### src/hdl/ols_pkg.sv
// shared types and codes for the ordered list store
package ols_pkg;

  localparam int DATA_W = 32;
  localparam int CMD_W  = 2;
  localparam int POS_W  = 5;
  localparam int STAT_W = 2;

  // command codes
  localparam logic [CMD_W-1:0] CMD_INSERT  = 2'd0;
  localparam logic [CMD_W-1:0] CMD_DELETE  = 2'd1;
  localparam logic [CMD_W-1:0] CMD_LOCATE  = 2'd2;
  localparam logic [CMD_W-1:0] CMD_REPLACE = 2'd3;

  // status codes
  localparam logic [STAT_W-1:0] ST_OK        = 2'd0;
  localparam logic [STAT_W-1:0] ST_BAD_POS   = 2'd1;
  localparam logic [STAT_W-1:0] ST_FULL      = 2'd2;
  localparam logic [STAT_W-1:0] ST_NOT_FOUND = 2'd3;

  // per-cycle operation broadcast to every cell
  typedef enum logic [2:0] {
    CELL_HOLD   = 3'd0,
    CELL_INSERT = 3'd1,
    CELL_DELETE = 3'd2,
    CELL_WRITE  = 3'd3,
    CELL_LOAD   = 3'd4,
    CELL_SCAN   = 3'd5
  } cell_op_t;

  typedef struct packed {
    cell_op_t                  op;
    logic signed [DATA_W-1:0] wdata;
    logic signed [DATA_W-1:0] key;
  } cell_ctrl_t;

endpackage

### src/hdl/ols_cmd_if.sv
// command channel of the ordered list store
interface ols_cmd_if;
  import ols_pkg::*;

  logic                     valid;
  logic                     ready;
  logic [CMD_W-1:0]         command;
  logic [POS_W-1:0]         position;
  logic signed [DATA_W-1:0] value;
  logic signed [DATA_W-1:0] new_value;

  modport source (output valid, command, position, value, new_value, input ready);
  modport sink   (input valid, command, position, value, new_value, output ready);
endinterface

### src/hdl/ols_res_if.sv
// result channel of the ordered list store
interface ols_res_if;
  import ols_pkg::*;

  logic              valid;
  logic              ready;
  logic [STAT_W-1:0] status;
  logic              found;
  logic [POS_W-1:0]  found_position;
  logic [POS_W-1:0]  list_length;

  modport source (output valid, status, found, found_position, list_length, input ready);
  modport sink   (input valid, status, found, found_position, list_length, output ready);
endinterface

### src/hdl/ordered_list_store.sv
// ordered list store: top level with command sequencer and row of entry cells
//
//   channel | dir | fields
//   --------+-----+------------------------------------------------
//   cmd     | in  | command, position, value, new_value
//   res     | out | status, found, found_position, list_length
//
// insert and delete: accept, then one shift of all cells as the result is registered
// locate and replace: accept, load of the hit flags, k shifts, then the result;
//   k = 0-based index of the first match, or the list length minus one when none
//   (0 for an empty list); the hit flags step one cell a cycle toward the head
// one command at a time; a new command is accepted as soon as the last one has moved
//   into the result register, even while that result still waits
// reset clears the list length and the sequencer; entries need no clearing
// a stalled result holds the sequencer in its final step until the register frees
module ordered_list_store #(
  parameter int CAPACITY = 16
) (
  input logic        clk,
  input logic        rst,
  ols_cmd_if.sink    cmd,
  ols_res_if.source  res
);
  import ols_pkg::*;

  localparam int CW = $clog2(CAPACITY + 1);
  localparam int LW = ((CW > POS_W) ? CW : POS_W) + 1;

  typedef enum logic [3:0] {
    S_IDLE = 4'b0001,
    S_EXEC = 4'b0010,
    S_SCAN = 4'b0100,
    S_DONE = 4'b1000
  } state_t;

  state_t state, state_next;

  // captured command
  logic [CMD_W-1:0]         cmd_r;
  logic [POS_W-1:0]         pos_r;
  logic signed [DATA_W-1:0] val_r;
  logic signed [DATA_W-1:0] nval_r;

  // list length and search state
  logic [CW-1:0]     count, count_next;
  logic [CW-1:0]     scan, scan_next;
  logic [CW-1:0]     fpos, fpos_next;
  logic              found_r, found_next;
  logic [STAT_W-1:0] status_r, status_next;

  // result register
  logic              out_valid, out_valid_next;
  logic [STAT_W-1:0] out_status;
  logic              out_found;
  logic [POS_W-1:0]  out_fpos;
  logic [POS_W-1:0]  out_len;

  logic              emit;
  logic [STAT_W-1:0] e_status;
  logic              e_found;
  logic [CW-1:0]     e_fpos;

  cell_ctrl_t    ctrl;
  logic [CW-1:0] target;

  logic signed [DATA_W-1:0] cell_data [CAPACITY];
  logic                     cell_hit  [CAPACITY];

  logic          slot_free;
  logic [LW-1:0] pos_l, cnt_l;
  logic [CW-1:0] scan_inc;

  assign cmd.ready = (state == S_IDLE);
  assign slot_free = !out_valid || res.ready;
  assign pos_l     = LW'(pos_r);
  assign cnt_l     = LW'(count);
  assign scan_inc  = scan + CW'(1);

  // sequencer
  always_comb begin
    state_next  = state;
    count_next  = count;
    scan_next   = scan;
    fpos_next   = fpos;
    found_next  = found_r;
    status_next = status_r;
    ctrl.op     = CELL_HOLD;
    ctrl.wdata  = val_r;
    ctrl.key    = val_r;
    target      = CW'(pos_r);
    emit        = 1'b0;
    e_status    = ST_OK;
    e_found     = 1'b0;
    e_fpos      = '0;
    case (state)
      S_IDLE: begin
        if (cmd.valid) begin
          state_next = S_EXEC;
        end
      end
      S_EXEC: begin
        if (cmd_r == CMD_LOCATE || cmd_r == CMD_REPLACE) begin
          ctrl.op    = CELL_LOAD;
          scan_next  = '0;
          state_next = S_SCAN;
        end else if (slot_free) begin
          emit       = 1'b1;
          state_next = S_IDLE;
          if (cmd_r == CMD_INSERT) begin
            if (pos_l == '0 || pos_l > cnt_l + LW'(1)) begin
              e_status = ST_BAD_POS;
            end else if (count == CW'(CAPACITY)) begin
              e_status = ST_FULL;
            end else begin
              ctrl.op    = CELL_INSERT;
              count_next = count + CW'(1);
            end
          end else begin
            if (pos_l == '0 || pos_l > cnt_l) begin
              e_status = ST_BAD_POS;
            end else begin
              ctrl.op    = CELL_DELETE;
              count_next = count - CW'(1);
            end
          end
        end
      end
      S_SCAN: begin
        if (cell_hit[0]) begin
          found_next  = 1'b1;
          fpos_next   = scan_inc;
          status_next = ST_OK;
          state_next  = S_DONE;
        end else if (scan_inc >= count) begin
          found_next  = 1'b0;
          fpos_next   = '0;
          status_next = ST_NOT_FOUND;
          state_next  = S_DONE;
        end else begin
          ctrl.op   = CELL_SCAN;
          scan_next = scan_inc;
        end
      end
      S_DONE: begin
        if (slot_free) begin
          emit       = 1'b1;
          e_status   = status_r;
          e_found    = found_r;
          e_fpos     = fpos;
          state_next = S_IDLE;
          if (found_r && cmd_r == CMD_REPLACE) begin
            ctrl.op    = CELL_WRITE;
            ctrl.wdata = nval_r;
            target     = fpos;
          end
        end
      end
      default: state_next = S_IDLE;
    endcase
  end

  // control registers
  always_ff @(posedge clk) begin
    if (rst) begin
      state     <= S_IDLE;
      count     <= '0;
      out_valid <= 1'b0;
    end else begin
      state     <= state_next;
      count     <= count_next;
      out_valid <= out_valid_next;
    end
  end

  always_comb begin
    out_valid_next = out_valid;
    if (emit) begin
      out_valid_next = 1'b1;
    end else if (res.ready) begin
      out_valid_next = 1'b0;
    end
  end

  // payload registers
  always_ff @(posedge clk) begin
    scan     <= scan_next;
    fpos     <= fpos_next;
    found_r  <= found_next;
    status_r <= status_next;
    if (cmd.valid && cmd.ready) begin
      cmd_r  <= cmd.command;
      pos_r  <= cmd.position;
      val_r  <= cmd.value;
      nval_r <= cmd.new_value;
    end
    if (emit) begin
      out_status <= e_status;
      out_found  <= e_found;
      out_fpos   <= POS_W'(e_fpos);
      out_len    <= POS_W'(count_next);
    end
  end

  assign res.valid          = out_valid;
  assign res.status         = out_status;
  assign res.found          = out_found;
  assign res.found_position = out_fpos;
  assign res.list_length    = out_len;

  // row of entry cells
  for (genvar g = 0; g < CAPACITY; g++) begin : g_cell
    logic signed [DATA_W-1:0] left_d;
    logic signed [DATA_W-1:0] right_d;
    logic                     right_h;

    if (g == 0) begin : g_head
      assign left_d = '0;
    end else begin : g_mid
      assign left_d = cell_data[g-1];
    end

    if (g == CAPACITY - 1) begin : g_tail
      assign right_d = '0;
      assign right_h = 1'b0;
    end else begin : g_body
      assign right_d = cell_data[g+1];
      assign right_h = cell_hit[g+1];
    end

    ols_cell #(
      .INDEX (g),
      .CW    (CW)
    ) u_cell (
      .clk        (clk),
      .rst        (rst),
      .ctrl       (ctrl),
      .count      (count),
      .target     (target),
      .left_data  (left_d),
      .right_data (right_d),
      .right_hit  (right_h),
      .data       (cell_data[g]),
      .hit        (cell_hit[g])
    );
  end

endmodule

### src/hdl/ols_cell.sv
// one list entry: shifts with its neighbors, compares, and passes a hit flag down
module ols_cell #(
  parameter int INDEX = 0,
  parameter int CW    = 5
) (
  input  logic                              clk,
  input  logic                              rst,
  input  ols_pkg::cell_ctrl_t               ctrl,
  input  logic [CW-1:0]                     count,
  input  logic [CW-1:0]                     target,
  input  logic signed [ols_pkg::DATA_W-1:0] left_data,
  input  logic signed [ols_pkg::DATA_W-1:0] right_data,
  input  logic                              right_hit,
  output logic signed [ols_pkg::DATA_W-1:0] data,
  output logic                              hit
);
  import ols_pkg::*;

  // 1-based position of this cell
  localparam logic [CW-1:0] ORD = CW'(INDEX + 1);

  logic signed [DATA_W-1:0] data_next;
  logic                     hit_next;

  // entry update
  always_comb begin
    data_next = data;
    case (ctrl.op)
      CELL_INSERT: begin
        if (ORD == target) begin
          data_next = ctrl.wdata;
        end else if (ORD > target) begin
          data_next = left_data;
        end
      end
      CELL_DELETE: begin
        if (ORD >= target) begin
          data_next = right_data;
        end
      end
      CELL_WRITE: begin
        if (ORD == target) begin
          data_next = ctrl.wdata;
        end
      end
      default: data_next = data;
    endcase
  end

  // match flag: load from compare, then shift toward the head
  always_comb begin
    hit_next = hit;
    case (ctrl.op)
      CELL_LOAD: hit_next = (ORD <= count) && (data == ctrl.key);
      CELL_SCAN: hit_next = right_hit;
      default:   hit_next = hit;
    endcase
  end

  always_ff @(posedge clk) begin
    data <= data_next;
  end

  always_ff @(posedge clk) begin
    if (rst) begin
      hit <= 1'b0;
    end else begin
      hit <= hit_next;
    end
  end

endmodule

### src/flat_wrapper.sv
// flat-port wrapper written by rule: the top's interface ports become plain ports
module ordered_list_store_flat import ols_pkg::*;
#(
  parameter int CAPACITY = 16
)
  (clk, rst, cmd_valid, cmd_command, cmd_position, cmd_value, cmd_new_value, cmd_ready, res_valid, res_status, res_found, res_found_position, res_list_length, res_ready);
  ols_cmd_if cmd_i ();
  ols_res_if res_i ();
  input logic clk;
  input logic rst;
  input wire logic [$bits(cmd_i.valid)-1:0] cmd_valid;
  input wire logic [$bits(cmd_i.command)-1:0] cmd_command;
  input wire logic [$bits(cmd_i.position)-1:0] cmd_position;
  input wire logic [$bits(cmd_i.value)-1:0] cmd_value;
  input wire logic [$bits(cmd_i.new_value)-1:0] cmd_new_value;
  output wire logic [$bits(cmd_i.ready)-1:0] cmd_ready;
  output wire logic [$bits(res_i.valid)-1:0] res_valid;
  output wire logic [$bits(res_i.status)-1:0] res_status;
  output wire logic [$bits(res_i.found)-1:0] res_found;
  output wire logic [$bits(res_i.found_position)-1:0] res_found_position;
  output wire logic [$bits(res_i.list_length)-1:0] res_list_length;
  input wire logic [$bits(res_i.ready)-1:0] res_ready;
  assign cmd_i.valid = cmd_valid;
  assign cmd_i.command = cmd_command;
  assign cmd_i.position = cmd_position;
  assign cmd_i.value = cmd_value;
  assign cmd_i.new_value = cmd_new_value;
  assign cmd_ready = cmd_i.ready;
  assign res_valid = res_i.valid;
  assign res_status = res_i.status;
  assign res_found = res_i.found;
  assign res_found_position = res_i.found_position;
  assign res_list_length = res_i.list_length;
  assign res_i.ready = res_ready;
  ordered_list_store #(.CAPACITY(CAPACITY)) u_core (.clk(clk), .rst(rst), .cmd(cmd_i), .res(res_i));
endmodule
### config.mk
export PLATFORM = sky130hd
export DESIGN_NAME = ordered_list_store_flat
export DESIGN_NICKNAME = d
export VERILOG_FILES = /design/src/hdl/ols_pkg.sv /design/src/hdl/ols_cmd_if.sv /design/src/hdl/ols_res_if.sv /design/src/hdl/ordered_list_store.sv /design/src/hdl/ols_cell.sv /design/src/flat_wrapper.sv
export SDC_FILE = /design/constraint.sdc
export NUM_CORES = 2
export LEC_CHECK = 0
export ABC_AREA = 0
export BUFFER_PORTS_ARGS = -buffer_cell sky130_fd_sc_hd__buf_2
export CORE_ASPECT_RATIO = 1.5
export CORE_MARGIN = 2
export CORE_UTILIZATION = 40
export DETAILED_ROUTE_END_ITERATION = 10
export GPL_TIMING_DRIVEN = 1
export HOLD_SLACK_MARGIN = 0.03
export PLACE_DENSITY = 0.54
export SYNTH_ARGS = -nofsm -noshare
export SYNTH_HDL_FRONTEND = slang
export SYNTH_SLANG_ARGS = --single-unit
### constraint.sdc
create_clock -name clk -period 9 [get_ports clk]
set_clock_uncertainty 0.2 [all_clocks]
set_input_delay 1.35 -clock clk [delete_from_list [all_inputs] [get_ports clk]]
set_output_delay 1.35 -clock clk [all_outputs]
set_load 0.05 [all_outputs]
==> results.md <==
* Critical path launch point type: flip-flop
* Starting density of the core at 0.403
* Power Dens Cells at around 160 nW/um^2
* Placer Congestion at 0.942
* Adder-cell share of the synthesized area at 0.00681
* Root Buffer: clkbuf_16
* XOR/XNOR Fraction of Synth Area at 0.118
* IO Port Bufs at 89
* Final hold vios at 0
* Top_reg_cell synth: edfxtp_1
* Post-DP HPWL at 101 mm
* Unrepaired setup endpoints after global routing: no
* Antenna violations before repair at 1
* Req. time, crit path at 9.08 ns
* Cell Area, Synth at 38600 um^2
* Rows at ~140
* Number of diodes at 0
* Clk Latency, worst-skew pair at 0.68 ns
* Clock Path Buffers at 3
* Met3 routed WL at 5.34 mm
* Final Slew Violations at 0
* Io pins at 90
* Yosys top cell area share at 0.473
* Worst IR Drop VDD at 0.113 mV
* Compound-Gate Fraction of Synth Area at 0.155
* Post-Syn Nets at 3625
* CP Class: flip-flop to flip-flop
* CTS Sinks at between 600 and 700
* # Max-Cap Violations at 0
* Chip Width at approximately 260 um
* Post-synthesis cell type count at between 70 and 80
* Top cells by area, synth: edfxtp_1 (47%), mux2i_1 (12%), xor2_1 (6.6%)
* Clk slew on worst S/H paths at about 0.070 ns
* CP cell instances: inv_1, ha_1, a211oi_1, o221ai_1, a211oi_4, buf_12, a41oi_1, buf_4, and2_1, a21oi_4
* Fin util at 0.438
* DRT Pass-1 Iters at 5
* CP Capture Type: flip-flop
* Register area share after synthesis at 0.487
* Pwr Total at about 6.8 mW
* Sw frac at 0.251
* CTS hold repair buffers at 0
* Die area at 99000 um^2
* Vias in the first global route at 27500
* Max-slew headroom at 0.0998
* Grt ovf at 0
* Setup Viol. Count Final at 0
* GRT Overall Usage at 0.271
* P_int at 5.06 mW
* Leak at 14.0 nW
* Via count at 27600
* EDFF count, synth at around 610
* First-pass GRT wire length at 195 mm
* Hold Crit Class: flip-flop to flip-flop
* Min Hold Slack at around 0.27 ns
* Post-CTS Setup Inserts at 0
* Uppermost routed layer: met4
* P_sw at 1.70 mW
* Chip height at 384 um
* Largest family of logic cells by synthesized area: compound AO/OA/AOI/OAI gates
* Minimum clock period after layout at between 5 and 6 ns
* Sequential share of power at 0.481
* Avg Vias per Cell at 5.86
* CTS Buf Count at 72
* CORE AREA at 95700 um^2
* DRC at 0
* Gate power share at 0.081
* Syn Area/Cell at 10.9 um^2
* Tightest Pin Transition at 1.35 ns
* Fmax at between 150 and 200 MHz
* CP max-delay cell: a21oi_4
* Per-cell routed wire length at between 20 and 30 um
* WP data arrival at 5.54 ns
* DR iter-0 viols at 2536
* Post-CTS resize count at 0
* Final net count at 3477
* Yosys warns at 0
* Layout cells sized above 1 at 0.0928
* Met2 wirelength from detailed routing at between 60 and 70 mm
* Async SR Flop Fraction at 0
* Power share of the clock group at 0.438
* Simple logic cell fraction of the synthesized area at 0.0592
* Multiplexer share of the synthesized area at 0.125
* Largest net degree at the start of global routing at 217
* Layout area overhead at 8.49%
* Remaining antenna violation count after routing at 0
* Final wirelength at about 140 mm
* Max FO, Critical Path at 177
* Max H-tree Level at 3
* WP buf/inv at 3
* Yosys reg bits at 634
* TritonCTS clock tree: built
* Status: complete, no violations
* Met1 Wirelength at 50.7 mm
* Aggregate negative setup slack at 0 ns
* Largest stage delay, worst path at 1.02 ns
* Period utilization at 0.607
* Kind of cell adding the most delay to the critical path: compound AO/OA/AOI/OAI gates
* Area leader, netlist: edfxtp_1
* Post-Syn Instances at 3529
[through the flow]
step / worst slack, ns / cell area (um^2) / std cells
after global placement: 3.68 / 39600 / 4576
after detailed placement: 3.59 / 39600 / 4576
after CTS: 3.58 / 41900 / 4705
after global routing: 3.34 / 41900 / 4705
final: 3.54 / 41900 / 4705
after floorplan: 3.65 / 38600 / 3529
[flip-flops by register name (all words and copies together), names as in the netlist]
register                   cells
u_core.cmd_r                   2
u_core.count                   5
u_core.found_r                 1
u_core.fpos                    5
u_core.g_cell.u_cell.data    512
u_core.g_cell.u_cell.hit      16
u_core.nval_r                 32
u_core.pos_r                   5
u_core.res.found               1
u_core.res.found_position      5
u_core.res.list_length         5
u_core.res.status              2
u_core.res.valid               1
u_core.scan                    5
u_core.state                   4
u_core.status_r                1
u_core.val_r                  32
[cell usage in the layout (no fill, tap or decap), drive strengths merged, types with 10 or more instances in the layout]
| cell type | n |
|---|---|
| a21o | 10 |
| a21oi | 478 |
| a221o | 33 |
| and2 | 41 |
| buf | 162 |
| clkbuf | 99 |
| clkinv | 23 |
| dfxtp | 26 |
| edfxtp | 608 |
| ha | 21 |
| inv | 22 |
| mux2i | 481 |
| nand2 | 41 |
| nand3 | 33 |
| nand4 | 73 |
| nor2 | 44 |
| nor3 | 28 |
| nor4 | 88 |
| o21ai | 465 |
| o21bai | 33 |
| xnor2 | 227 |
| xor2 | 293 |
[worst min-delay path: cells and delay by family (launching register included)]
kind                   cells  cell delay [ns]
AO/OA/AOI/OAI              1             0.07
buffers and inverters      1             0.04
flip-flops                 1             0.31
[worst paths after layout]
| kind | from | to | slack, ns | cells after the start |
|---|---|---|---|---|
| hold reg to reg | u_core.g_cell[12].u_cell.hit | u_core.g_cell[12].u_cell.hit | 0.27 | 2 |
| hold / removal | u_core.g_cell[12].u_cell.hit | u_core.g_cell[12].u_cell.hit | 0.27 | 2 |
| setup reg to reg | u_core.count[2] | u_core.g_cell[10].u_cell.data[5] | 3.54 | 10 |
| setup / recovery | u_core.count[2] | u_core.g_cell[10].u_cell.data[5] | 3.54 | 10 |
[logic make-up (layout without fill, tap and decap cells)]
logic type	count (synthesis)	count (layout)
simple gates	393	393
fa+ha+maj	21	21
flops	634	634
xor+xnor	520	520
mux	482	482
compound gates	1074	1074
buf+inv	405	312
[cell usage after synthesis (all sizes together) (41+ instances only)]
cell	number
clkbuf	296
xnor2	227
nand4	73
o21ai	465
a21oi	478
nor2	44
nand2	41
buf	88
edfxtp	608
xor2	293
and2	41
nor4	88
mux2i	481
[final cells by class]
| class | count | area [um^2] |
|---|---|---|
| clock buffers | 99 | 2030 |
| repair buffers | 162 | 1030 |
| well taps | 1269 | 1590 |
| inverters | 21 | 78.8 |
| flip-flops and latches | 634 | 18800 |
| multi-input cells | 2490 | 18100 |
| fillers | 9216 | 53800 |
| clock inverters | 30 | 243 |
[power groups by stage]
stage / combinational (mW) / clock [mW] / sequential [mW]
detailed placement: 0.549 / 0 / 3.31
finish: 0.551 / 2.96 / 3.25
floorplan: 0.341 / 0 / 3.31
global route: 0.572 / 3.12 / 3.25
CTS: 0.551 / 3.02 / 3.25
global placement: 0.545 / 0 / 3.31
[routing by layer]
metal,track usage,vias to the layer above
met5,0,-
met4,0.228,0
met3,0.0288,281
met2,0.466,878
met1,0.303,13700
li1,-,12800
Power figures use the tool's default switching activity.
